`config.mk`:
```
export PLATFORM = sky130hd
export DESIGN_NAME = accumulator_cpu_8bit_core
export DESIGN_NICKNAME = d
export VERILOG_FILES = /design/src/hw/rtl/acpu_pkg.sv /design/src/hw/rtl/acpu_dpath.sv /design/src/hw/rtl/acpu_ctrl.sv /design/src/hw/rtl/accumulator_cpu_8bit_core.sv
export SDC_FILE = /design/constraint.sdc
export NUM_CORES = 2
export LEC_CHECK = 0
export BUFFER_PORTS_ARGS = -buffer_cell sky130_fd_sc_hd__buf_4
export CORE_ASPECT_RATIO = 1.25
export CORE_UTILIZATION = 40
export DETAILED_ROUTE_END_ITERATION = 7
export PLACE_DENSITY = 0.55
export SLEW_MARGIN = 10
export SYNTH_ARGS = -nofsm -noshare
export SYNTH_HDL_FRONTEND = slang
export SYNTH_SLANG_ARGS = --single-unit
```
`constraint.sdc`:
```
create_clock -name clk_i -period 15.6 [get_ports clk_i]
set_clock_uncertainty 0.1 [all_clocks]
set_input_delay 1.56 -clock clk_i [delete_from_list [all_inputs] [get_ports clk_i]]
set_output_delay 1.56 -clock clk_i [all_outputs]
set_load 0.005 [all_outputs]
```
`src/hw/rtl/acpu_pkg.sv`:
```
`default_nettype none

package acpu_pkg;

  // Width of the internal access and instruction counters
  localparam int unsigned CountWidth = 32;
  // Width of the counters as reported on the result
  localparam int unsigned ResCountWidth = 32;

  typedef enum logic [1:0] {
    CMD_WRITE   = 2'd0,
    CMD_READ    = 2'd1,
    CMD_EXEC    = 2'd2,
    CMD_RESTART = 2'd3
  } cmd_e;

  typedef enum logic [1:0] {
    RUN_GO   = 2'd0,
    RUN_HALT = 2'd1,
    RUN_BAD  = 2'd2
  } run_e;

  localparam logic [7:0] OpNop = 8'h00;
  localparam logic [7:0] OpSta = 8'h10;
  localparam logic [7:0] OpLda = 8'h20;
  localparam logic [7:0] OpAdd = 8'h30;
  localparam logic [7:0] OpOr  = 8'h40;
  localparam logic [7:0] OpAnd = 8'h50;
  localparam logic [7:0] OpNot = 8'h70;
  localparam logic [7:0] OpJmp = 8'h80;
  localparam logic [7:0] OpJn  = 8'h90;
  localparam logic [7:0] OpJz  = 8'hA0;
  localparam logic [7:0] OpHlt = 8'hF0;

  typedef struct packed {
    logic [1:0] command;
    logic [7:0] address;
    logic [7:0] data;
  } item_t;

  typedef struct packed {
    logic [7:0]               accumulator;
    logic [7:0]               program_counter;
    logic [7:0]               instruction_byte;
    logic                     negative_flag;
    logic                     zero_flag;
    logic [1:0]               run_status;
    logic [7:0]               read_value;
    logic [ResCountWidth-1:0] access_count;
    logic [ResCountWidth-1:0] instruction_count;
  } result_t;

  typedef enum logic [1:0] {
    ADDR_ITEM,
    ADDR_PC,
    ADDR_PC_NEXT,
    ADDR_OPND
  } addr_sel_e;

  typedef enum logic [2:0] {
    PC_HOLD,
    PC_INC1,
    PC_INC2,
    PC_JUMP,
    PC_START
  } pc_op_e;

  typedef enum logic [2:0] {
    ACC_HOLD,
    ACC_NOT,
    ACC_LOAD,
    ACC_ADD,
    ACC_OR,
    ACC_AND
  } acc_op_e;

  // Controller to datapath
  typedef struct packed {
    logic      latch_item;
    logic      mem_rd;
    logic      mem_wr;
    addr_sel_e addr_sel;
    logic      wr_acc;
    logic      capture_read;
    logic      restart;
    logic      fetch;
    logic      decode;
    pc_op_e    pc_op;
    acc_op_e   acc_op;
    logic [1:0] access_add;
    logic      set_halt;
    logic      set_bad;
  } ctrl_t;

  // Datapath to controller
  typedef struct packed {
    logic [7:0] rdata;
    logic [7:0] ir;
    run_e       run;
    logic       neg;
    logic       zer;
  } stat_t;

endpackage

`default_nettype wire

```
`src/hw/rtl/acpu_dpath.sv`:
```
`default_nettype none

module acpu_dpath import acpu_pkg::*; (
  input  logic       clk_i,
  input  logic       rst_ni,
  input  item_t      item_i,
  input  logic       cfg_we_i,
  input  logic [7:0] cfg_data_i,
  input  ctrl_t      ctrl_i,
  output stat_t      stat_o,
  output result_t    res_o
);

  item_t                 item_q;
  logic [7:0]            start_q;
  logic [7:0]            acc_q, acc_d;
  logic [7:0]            pc_q, pc_d;
  logic [7:0]            ir_q;
  logic                  neg_q, zer_q;
  run_e                  run_q;
  logic [CountWidth-1:0] acnt_q, icnt_q;
  logic [7:0]            rdval_q;

  logic [7:0]            mem [256];
  logic [255:0]          vld_q;
  logic [7:0]            mem_q;
  logic                  mvld_q;
  logic [7:0]            rdata;
  logic [7:0]            addr;
  logic [7:0]            wdata;

  // Entries never written read as zero
  assign rdata = mvld_q ? mem_q : 8'h00;
  assign wdata = ctrl_i.wr_acc ? acc_q : item_q.data;

  always_comb begin
    unique case (ctrl_i.addr_sel)
      ADDR_ITEM:    addr = item_q.address;
      ADDR_PC:      addr = pc_q;
      ADDR_PC_NEXT: addr = pc_q + 8'd1;
      ADDR_OPND:    addr = rdata;
      default:      addr = item_q.address;
    endcase
  end

  always_ff @(posedge clk_i) begin
    if (ctrl_i.mem_wr) begin
      mem[addr] <= wdata;
    end
    if (ctrl_i.mem_rd) begin
      mem_q <= mem[addr];
    end
    if (ctrl_i.latch_item) begin
      item_q <= item_i;
    end
  end

  always_ff @(posedge clk_i or negedge rst_ni) begin
    if (!rst_ni) begin
      vld_q  <= '0;
      mvld_q <= 1'b0;
    end else begin
      if (ctrl_i.mem_wr) begin
        vld_q[addr] <= 1'b1;
      end
      if (ctrl_i.mem_rd) begin
        mvld_q <= vld_q[addr];
      end
    end
  end

  always_comb begin
    unique case (ctrl_i.acc_op)
      ACC_HOLD: acc_d = acc_q;
      ACC_NOT:  acc_d = ~acc_q;
      ACC_LOAD: acc_d = rdata;
      ACC_ADD:  acc_d = acc_q + rdata;
      ACC_OR:   acc_d = acc_q | rdata;
      ACC_AND:  acc_d = acc_q & rdata;
      default:  acc_d = acc_q;
    endcase
  end

  always_comb begin
    unique case (ctrl_i.pc_op)
      PC_HOLD:  pc_d = pc_q;
      PC_INC1:  pc_d = pc_q + 8'd1;
      PC_INC2:  pc_d = pc_q + 8'd2;
      PC_JUMP:  pc_d = rdata;
      PC_START: pc_d = start_q;
      default:  pc_d = pc_q;
    endcase
  end

  always_ff @(posedge clk_i or negedge rst_ni) begin
    if (!rst_ni) begin
      start_q <= 8'h00;
      acc_q   <= 8'h00;
      pc_q    <= 8'h00;
      ir_q    <= 8'h00;
      neg_q   <= 1'b0;
      zer_q   <= 1'b1;
      run_q   <= RUN_GO;
      acnt_q  <= '0;
      icnt_q  <= '0;
      rdval_q <= 8'h00;
    end else begin
      if (cfg_we_i) begin
        start_q <= cfg_data_i;
      end
      if (ctrl_i.latch_item) begin
        rdval_q <= 8'h00;
      end else if (ctrl_i.capture_read) begin
        rdval_q <= rdata;
      end
      pc_q <= pc_d;
      if (ctrl_i.restart) begin
        acc_q  <= 8'h00;
        ir_q   <= 8'h00;
        neg_q  <= 1'b0;
        zer_q  <= 1'b1;
        run_q  <= RUN_GO;
        acnt_q <= '0;
        icnt_q <= '0;
      end else begin
        if (ctrl_i.acc_op != ACC_HOLD) begin
          acc_q <= acc_d;
          neg_q <= acc_d[7];
          zer_q <= (acc_d == 8'h00);
        end
        if (ctrl_i.decode) begin
          ir_q <= rdata;
        end
        if (ctrl_i.set_halt) begin
          run_q <= RUN_HALT;
        end else if (ctrl_i.set_bad) begin
          run_q <= RUN_BAD;
        end
        acnt_q <= acnt_q + CountWidth'(ctrl_i.access_add);
        if (ctrl_i.fetch) begin
          icnt_q <= icnt_q + CountWidth'(1);
        end
      end
    end
  end

  assign stat_o.rdata = rdata;
  assign stat_o.ir    = ir_q;
  assign stat_o.run   = run_q;
  assign stat_o.neg   = neg_q;
  assign stat_o.zer   = zer_q;

  assign res_o.accumulator       = acc_q;
  assign res_o.program_counter   = pc_q;
  assign res_o.instruction_byte  = ir_q;
  assign res_o.negative_flag     = neg_q;
  assign res_o.zero_flag         = zer_q;
  assign res_o.run_status        = run_q;
  assign res_o.read_value        = rdval_q;
  assign res_o.access_count      = ResCountWidth'(acnt_q);
  assign res_o.instruction_count = ResCountWidth'(icnt_q);

endmodule

`default_nettype wire

```
`src/hw/rtl/acpu_ctrl.sv`:
```
`default_nettype none

module acpu_ctrl import acpu_pkg::*; (
  input  logic       clk_i,
  input  logic       rst_ni,
  input  logic       start_i,
  input  logic [1:0] command_i,
  input  stat_t      stat_i,
  output logic       busy_o,
  output logic       done_o,
  output ctrl_t      ctrl_o
);

  typedef enum logic [9:0] {
    S_IDLE   = 10'b00_0000_0001,
    S_WR     = 10'b00_0000_0010,
    S_RD     = 10'b00_0000_0100,
    S_RDW    = 10'b00_0000_1000,
    S_RST    = 10'b00_0001_0000,
    S_FETCH  = 10'b00_0010_0000,
    S_DECODE = 10'b00_0100_0000,
    S_OPND   = 10'b00_1000_0000,
    S_EXEC   = 10'b01_0000_0000,
    S_DONE   = 10'b10_0000_0000
  } state_e;

  state_e state_q, state_d;

  assign busy_o = (state_q != S_IDLE);
  assign done_o = (state_q == S_DONE);

  always_comb begin
    state_d = state_q;
    ctrl_o  = '0;
    unique case (state_q)
      S_IDLE: begin
        if (start_i) begin
          ctrl_o.latch_item = 1'b1;
          unique case (cmd_e'(command_i))
            CMD_WRITE:   state_d = S_WR;
            CMD_READ:    state_d = S_RD;
            CMD_EXEC:    state_d = (stat_i.run == RUN_GO) ? S_FETCH : S_DONE;
            CMD_RESTART: state_d = S_RST;
            default:     state_d = S_DONE;
          endcase
        end
      end
      S_WR: begin
        ctrl_o.mem_wr   = 1'b1;
        ctrl_o.addr_sel = ADDR_ITEM;
        state_d         = S_DONE;
      end
      S_RD: begin
        ctrl_o.mem_rd   = 1'b1;
        ctrl_o.addr_sel = ADDR_ITEM;
        state_d         = S_RDW;
      end
      S_RDW: begin
        ctrl_o.capture_read = 1'b1;
        state_d             = S_DONE;
      end
      S_RST: begin
        ctrl_o.restart = 1'b1;
        ctrl_o.pc_op   = PC_START;
        state_d        = S_DONE;
      end
      S_FETCH: begin
        ctrl_o.mem_rd     = 1'b1;
        ctrl_o.addr_sel   = ADDR_PC;
        ctrl_o.fetch      = 1'b1;
        ctrl_o.access_add = 2'd1;
        state_d           = S_DECODE;
      end
      S_DECODE: begin
        // Prefetch the operand byte whatever the opcode turns out to be
        ctrl_o.decode   = 1'b1;
        ctrl_o.mem_rd   = 1'b1;
        ctrl_o.addr_sel = ADDR_PC_NEXT;
        state_d         = S_DONE;
        unique case (stat_i.rdata)
          OpNop: ctrl_o.pc_op = PC_INC1;
          OpNot: begin
            ctrl_o.acc_op = ACC_NOT;
            ctrl_o.pc_op  = PC_INC1;
          end
          OpHlt: begin
            ctrl_o.pc_op    = PC_INC1;
            ctrl_o.set_halt = 1'b1;
          end
          OpSta, OpLda, OpAdd, OpOr, OpAnd, OpJmp, OpJn, OpJz: state_d = S_OPND;
          default: ctrl_o.set_bad = 1'b1;
        endcase
      end
      S_OPND: begin
        ctrl_o.access_add = 2'd1;
        ctrl_o.addr_sel   = ADDR_OPND;
        state_d           = S_DONE;
        unique case (stat_i.ir)
          OpSta: begin
            ctrl_o.mem_wr     = 1'b1;
            ctrl_o.wr_acc     = 1'b1;
            ctrl_o.access_add = 2'd2;
            ctrl_o.pc_op      = PC_INC2;
          end
          OpLda, OpAdd, OpOr, OpAnd: begin
            ctrl_o.mem_rd = 1'b1;
            state_d       = S_EXEC;
          end
          OpJmp:   ctrl_o.pc_op = PC_JUMP;
          OpJn:    ctrl_o.pc_op = stat_i.neg ? PC_JUMP : PC_INC2;
          OpJz:    ctrl_o.pc_op = stat_i.zer ? PC_JUMP : PC_INC2;
          default: ctrl_o.pc_op = PC_HOLD;
        endcase
      end
      S_EXEC: begin
        ctrl_o.access_add = 2'd1;
        ctrl_o.pc_op      = PC_INC2;
        state_d           = S_DONE;
        unique case (stat_i.ir)
          OpLda:   ctrl_o.acc_op = ACC_LOAD;
          OpAdd:   ctrl_o.acc_op = ACC_ADD;
          OpOr:    ctrl_o.acc_op = ACC_OR;
          OpAnd:   ctrl_o.acc_op = ACC_AND;
          default: ctrl_o.acc_op = ACC_HOLD;
        endcase
      end
      S_DONE: begin
        state_d = S_IDLE;
      end
      default: begin
        state_d = S_IDLE;
      end
    endcase
  end

  always_ff @(posedge clk_i or negedge rst_ni) begin
    if (!rst_ni) begin
      state_q <= S_IDLE;
    end else begin
      state_q <= state_d;
    end
  end

endmodule

`default_nettype wire

```
`src/hw/rtl/accumulator_cpu_8bit_core.sv`:
```
`default_nettype none

// 8-bit accumulator processor with a 256-byte single-port memory that reads
// as all zero after reset (per-byte valid flops, so no clearing pass is
// needed). Issue an item by raising start while busy is low; one result
// comes back on res_o for exactly one cycle, marked by done_o, and the
// receiver cannot stall it, so capture it on that cycle. After done_o the
// core returns to idle before it takes the next item. States before DONE:
// write WR, read RD and RDW, restart RST, execute while stopped none,
// NOP/NOT/HLT/invalid opcode FETCH and DECODE, STA/JMP/JN/JZ also OPND,
// and LDA/ADD/OR/AND also OPND and EXEC. The one memory port has a
// registered read, so opcode fetch, operand address fetch and operand
// access each take their own state. The start address register may be
// written on the cfg channel at any time the core is idle; cfg_ready_o stays high.
module accumulator_cpu_8bit_core import acpu_pkg::*; (
  input  logic       clk_i,
  input  logic       rst_ni,
  // Command channel
  input  logic       start,
  output logic       busy,
  input  item_t      item_i,
  // Result strobe
  output logic       done_o,
  output result_t    res_o,
  // Start address register
  input  logic       cfg_valid_i,
  output logic       cfg_ready_o,
  input  logic [7:0] cfg_data_i
);

  ctrl_t ctrl;
  stat_t stat;

  assign cfg_ready_o = 1'b1;

  // Sequence each command through the memory port
  acpu_ctrl u_ctrl (
    .clk_i     (clk_i),
    .rst_ni    (rst_ni),
    .start_i   (start),
    .command_i (item_i.command),
    .stat_i    (stat),
    .busy_o    (busy),
    .done_o    (done_o),
    .ctrl_o    (ctrl)
  );

  // Hold the architectural state, memory and counters
  acpu_dpath u_dpath (
    .clk_i      (clk_i),
    .rst_ni     (rst_ni),
    .item_i     (item_i),
    .cfg_we_i   (cfg_valid_i & cfg_ready_o),
    .cfg_data_i (cfg_data_i),
    .ctrl_i     (ctrl),
    .stat_o     (stat),
    .res_o      (res_o)
  );

endmodule

`default_nettype wire
```
After elaboration in Yosys (flattened, before gate mapping)
Memories as Yosys holds them, arrays and structs flattened. A register that Yosys moved wholly into a read port is not among the register bits.
Index checks and enable logic that the tools add are counted.
Widths: inputs -> output; s select.
- flip-flop bits (word level): 391
- RAM bits: 2048
- input bits: 30
- output and inout port bits: 103
- word-level logic and storage cells: 150
- memories: 1
- add/subtract/negate cells: 5
- order comparisons: 2
- equality and inequality tests: 45
- multiplexer cells: 58
- bitwise logic cells: 4
- reductions and logical operators: 20
- memory list (name ; words ; width ; rd ports ; clocked after memory_dff ; wr ports ; line ; source):
    u_dpath.mem ; 256 ; 8 ; 1 ; 1 ; 1 ; acpu_dpath.sv:24 ; logic [7:0] mem [256];
- operators with widths (cell ; count):
    $or 256x256->256 ; 1
    $mux 32 ; 3
    $mux 8 ; 8
    $pmux 8 s4 ; 2
    $pmux 10 s6 ; 1
    $eq 8x8->1 const B ; 7
    $eq 8x7->1 const B ; 5
    $mux 10 ; 4
    $pmux 10 s4 ; 1
    $pmux 8 s5 ; 1
    $pmux 3 s4 ; 3
    $add 32x1->32 const B ; 1
    $add 32x2->32 ; 1
    $eq 8x6->1 const B ; 4
    $mux 1 ; 23
    $eq 8x5->1 const B ; 2
    $logic_not 8->1 ; 2
    $eq 3x2->1 const B ; 4
    $reduce_or 11->1 ; 1
    $eq 10x1->1 const B ; 1
    $eq 10x10->1 const B ; 1
    $eq 10x2->1 const B ; 1
    $eq 10x3->1 const B ; 1
    $eq 10x4->1 const B ; 1
    other kinds (35) ; 55

Depth between registers and ports, before layout
- word-level depth: 9
- depth in mapped cells: 18
- depth with buffers taken out: 14

Cells and area by module
From an unflattened synthesis, not the netlist that was laid out.
- cell total of the unflattened synthesis: 5622
- area, all modules: 98797.3 µm²
- modules (own cells, without submodules) (module ; times used ; cells an instance ; area each (µm²) ; seq. area each (µm²)):
    acpu_dpath ; 1 ; 5516 ; 97936.4 ; 71329.7
    acpu_ctrl ; 1 ; 104 ; 849.6 ; 251.5
    accumulator_cpu_8bit_core ; 1 ; 2 ; 11.3 ; 0.0

Worst setup path after synthesis
OpenSTA, ideal clock, no wires.
- kind: register -> register
- start point: register u_ctrl.state_q[1]
- end point: memory u_dpath.mem[0][0] (data pin)
- setup time: 2.189 ns
- arrival time: 12.011 ns
- required time: 13.311 ns
- path slack: 1.300 ns
- cell stages (with the launch flop): 8
- buffers on the path: 2
- clock period less this slack: 14.300 ns
- path through: dfrtp_1 > nor3_1 > buf_2 > nand4_1 > nor3_1 > nand4_1 > clkbuf_1 > o21ai_0
- cells in the longest elaborated chain, start to end: 3
- RTL lines (what ; line ; source):
    from (decl) ; acpu_ctrl.sv:27 ; state_e state_q, state_d;
    from (signal assigned) ; acpu_ctrl.sv:140 ; state_q <= state_d;
    $eq 10x8->1 ; acpu_ctrl.sv:35 ; unique case (state_q)
    $mux 1 ; acpu_ctrl.sv:35 ;
    $mux 8 ; acpu_dpath.sv:34 ; assign wdata = ctrl_i.wr_acc ? acc_q : item_q.data;
    net u_dpath.wdata[0] ; acpu_dpath.sv:30 ; logic [7:0] wdata;
    to (decl) ; acpu_dpath.sv:24 ;
The timed path passes the listed nets, and every way through them passes these cells.

Worst setup path after layout
- start point: register u_ctrl.state_q[7]
- end point: register u_dpath.mem_q[1] (read register of u_dpath.mem) (data pin)
- cells in the longest elaborated chain, start to end: 4
- elaborated cells on any way between the ends: 12
- classes of those cells: 7 x eq/ne; 3 x mux; 2 x reduce/logical
- RTL lines (what ; line ; source):
    $eq 10x8->1, or another cell as far along ; acpu_ctrl.sv:35 ;
    $pmux 2 s3 ; acpu_ctrl.sv:35 ;
    $eq 2x2->1, or another cell as far along ; acpu_dpath.sv:37 ; unique case (ctrl_i.addr_sel)
    $pmux 8 s4 ; acpu_dpath.sv:37 ;
    to (decl) ; acpu_dpath.sv:26 ; logic [7:0] mem_q;
Several ways; a longest one is shown, not always the timed one.
A chain may end at the register's enable or synchronous reset.

==> results.py <==
metrics = {
    "detailed_routing": {
        "ant_nets": 0,
        "drtIter0Drc": 4766,
        "drt-wirelength-per-cell_um": 30.6,
        "drc_errors": 0,
        "via_per_inst": 5.70,
        "via_count": 52870,
        "routed_wl_um": 284000,
        "drtPass1Iterations": 5,
    },
    "floorplan": {
        "die_w_um": 445,
        "io_pins": 133,
        "die_area_mm2": 0.247,
        "core_area_mm2": 0.243,
        "dieHeight_um": 556,
        "start_util_pct": 40.4,
        "rows": 202,
    },
    "synthesis": {
        "synth-main-ff-cell": "edfxtp_1",
        "syn_inst": 5621,
        "synth_seq_area_share_pct": 73.0,
        "ys_seq_elements": 2446,
        "synth_top_area_share_pct": 63.5,
        "synth_area_mm2": 0.0980,
        "ys.warnings.count": 0,
        "yosysMostFrequentCell": "edfxtp_1",
        "synth_common_cells": "edfxtp_1, nand2_1, mux4_2",
        "avgSynthCellArea_um2": 17.4,
        "synth_edf_count": 2072,
        "syn-num-nets": 5674,
        "synth_top_area_cell": "edfxtp_1",
        "synth_cell_types": 82,
        "synthTopCellsByArea": "edfxtp_1, mux4_2, dfrtp_1",
        "async_reset_ff_share_pct": 15.3,
    },
    "cells_and_area": {
        "n_fill_cell": 20807,
        "seq_area_mm2": 0.0716,
        "syn2layout_area_growth_pct": 13.0,
        "drive_above_1_share_pct": 22.3,
        "final_cell_count_no_fill": 9268,
        "multiInputGateArea_mm2": 0.0249,
        "nets": 5854,
    },
    "cts": {
        "hold_buffers": 0,
        "clkTransAtPathRegs_ps": 60,
        "cts_buffer_depth": 4,
        "cts_buffers": 236,
        "cts_tree": "done",
        "cts_root_buf": "clkbuf_16",
        "post_cts_buffers": 0,
        "clk_latency_ps": 940,
        "cts_htree_levels": 4,
        "cts_resized": 0,
        "cts_sinks": 2446,
    },
    "timing": {
        "min_period_ps": 6900,
        "slew_headroom_pct": 13.2,
        "period_share_pct": 44.2,
        "hold_violations": 0,
        "final.setup.tns_ps": 0,
        "worstMarginPinSlew_ps": 1300,
        "rsz0062_at_grt": "false",
        "setup_viol_count_final": 0,
        "fin_ws_ps": 8700,
        "finalMaxSlewViolations": 0,
        "max_freq_mhz": 145,
    },
    "critical_path": {
        "max_stage_delay_ps": 820,
        "cp.required_ps": 16120,
        "reg2reg_slack_ps": 8700,
        "critPathSlowestCell": "or4_1",
        "worstPathMaxFanout": 107,
        "cp-end-kind": "flop",
        "arrival_ps": 7430,
        "startpoint_type": "flop",
        "crit_path_cell_trace": "nor3_2 > nand3_1 > inv_2 > a22oi_1 > a21oi_4 > buf_12 > buf_4 > buf_4 > mux4_2 > nand2_1 > and3_1 > a211oi_1 > or4_1 > or4_1",
        "crit_type": "reg -> reg",
    },
    "flow_run": {
        "maxCapViolations": 0,
    },
    "global_route": {
        "top_usage_layer": "met2",
        "overflow": 0,
        "gr-usage-met3_pct": 3.28,
        "grt_pass1_vias": 53950,
        "grt_pass1_wl_um": 405000,
        "grt_use_met1_pct": 29.8,
        "grtUsageMet2_pct": 38.2,
        "grt_use_total_pct": 22.8,
        "grt_max_degree": 229,
        "antenna_found_initial": 9,
    },
    "placement": {
        "io_buffer_count": 131,
        "gp_congestion": 0.873,
        "dp_slack_ps": 8720,
        "place_inst": 8827,
        "post-dp-hpwl_um": 174000,
    },
    "power_and_ir_drop": {
        "p_leak_nw": 38.5,
        "ir_drop_mv": 0.106,
        "power_density_mw_per_mm2": 153,
    },
    "worst_hold_path": {
        "hp-class": "reg -> reg",
    },
    "status": {
        "outcome": "complete, no violations",
    },
}
[worst paths after layout]
check,start,endpoint,cells after the start
worst max-delay path,u_ctrl.state_q[7],u_dpath.mem_q[1],14
worst min-delay path,u_dpath.vld_q[121],u_dpath.vld_q[121],2
worst max register to register,u_ctrl.state_q[7],u_dpath.mem_q[1],14
worst min register to register,u_dpath.vld_q[121],u_dpath.vld_q[121],2
max in group asynchronous,rst_ni,u_dpath.vld_q[253],4
min in group asynchronous,rst_ni,u_dpath.acnt_q[17],1
[metrics by stage]
step | hold WS (ps) | util, % | total power, mW | instance area [um^2]
after floorplan | 325 | - | 10.1 | 98000
after detailed placement | 347 | 42.4 | 11.3 | 103000
after global routing | 370 | 45.6 | 17.5 | 111000
final | 362 | 45.6 | 16.9 | 111000
after CTS | 361 | 45.6 | 17.1 | 111000
after global placement | 337 | 42.3 | 11.2 | 103000
[cell type report]
class                   count  area share [%]
well taps                3264            3.69
inverters                  46           0.156
repair buffers            255            1.91
clock buffers             334            6.03
flip-flops and latches   2446            64.6
diodes                      5          0.0113
multi-input cells        2816            22.5
clock inverters           102            1.05
[per-layer routing]
metal | routed length, um | part of all wire, %
met1 | 113000 | 40
met2 | 141000 | 50
met3 | 17200 | 6.1
met4 | 12700 | 4.5
met5 | 25 | 0.0088
[flip-flops by register name, indices dropped and copies added (netlist names), 10 cells and up]
name / count
u_dpath.mem: 2048
u_dpath.vld_q: 256
u_dpath.acnt_q: 32
u_dpath.icnt_q: 32
u_dpath.item_q: 16
u_ctrl.state_q: 10
[report_power, final]
part	total, mW	internal [mW]	switching (mW)	leakage (nW)
registers	7.49	7.42	0.0689	23.8
clock network	5.85	3.37	2.48	3.84
logic	3.61	1.26	2.35	10.8
[cells by family (layout without fill, tap and decap cells)]
| kind of cell | count (synthesis) | count (layout) | synth area share, % |
|---|---|---|---|
| muxes | 661 | 661 | 13.6 |
| DFF | 2446 | 2446 | 73.0 |
| xor gates and xnor gates | 70 | 70 | 0.625 |
| and+or+nand+nor | 1724 | 1724 | 8.23 |
| buffers and inverters | 359 | 737 | 1.85 |
| adders and majority gates | 23 | 23 | 0.309 |
| AOI/OAI and AO/OA | 337 | 337 | 2.38 |
| other | 1 | 6 | 0.00382 |
[cells in the final DEF, fill, tap and decap left out, types with 24 or more instances in the layout]
cell,netlist,layout
a31oi_1,35,34
clkbuf_8,0,34
xnor2_1,26,26
nand4_1,54,54
edfxtp_1,2072,2072
mux2i_1,111,109
clkbuf_16,0,239
and3_1,88,87
o21ai_0,55,47
nor3_1,26,25
nand2_1,590,586
a21oi_1,53,51
nand3_1,203,203
dfrtp_1,372,372
xor2_1,44,44
buf_4,51,237
mux4_2,535,535
a211oi_1,46,39
clkbuf_1,115,61
clkinv_2,0,43
or2_2,117,117
inv_1,45,45
nor2_1,419,408
or2_1,135,135
bufinv_16,0,24
[worst max-delay path, delay by kind of cell, from the launching register on]
family / cells / cell delay, ps
compound gates: 3 / 560
flops: 1 / 530
simple gates: 6 / 2560
mux: 1 / 410
buf+inv: 4 / 2250
(Power assumes the default switching activity.)
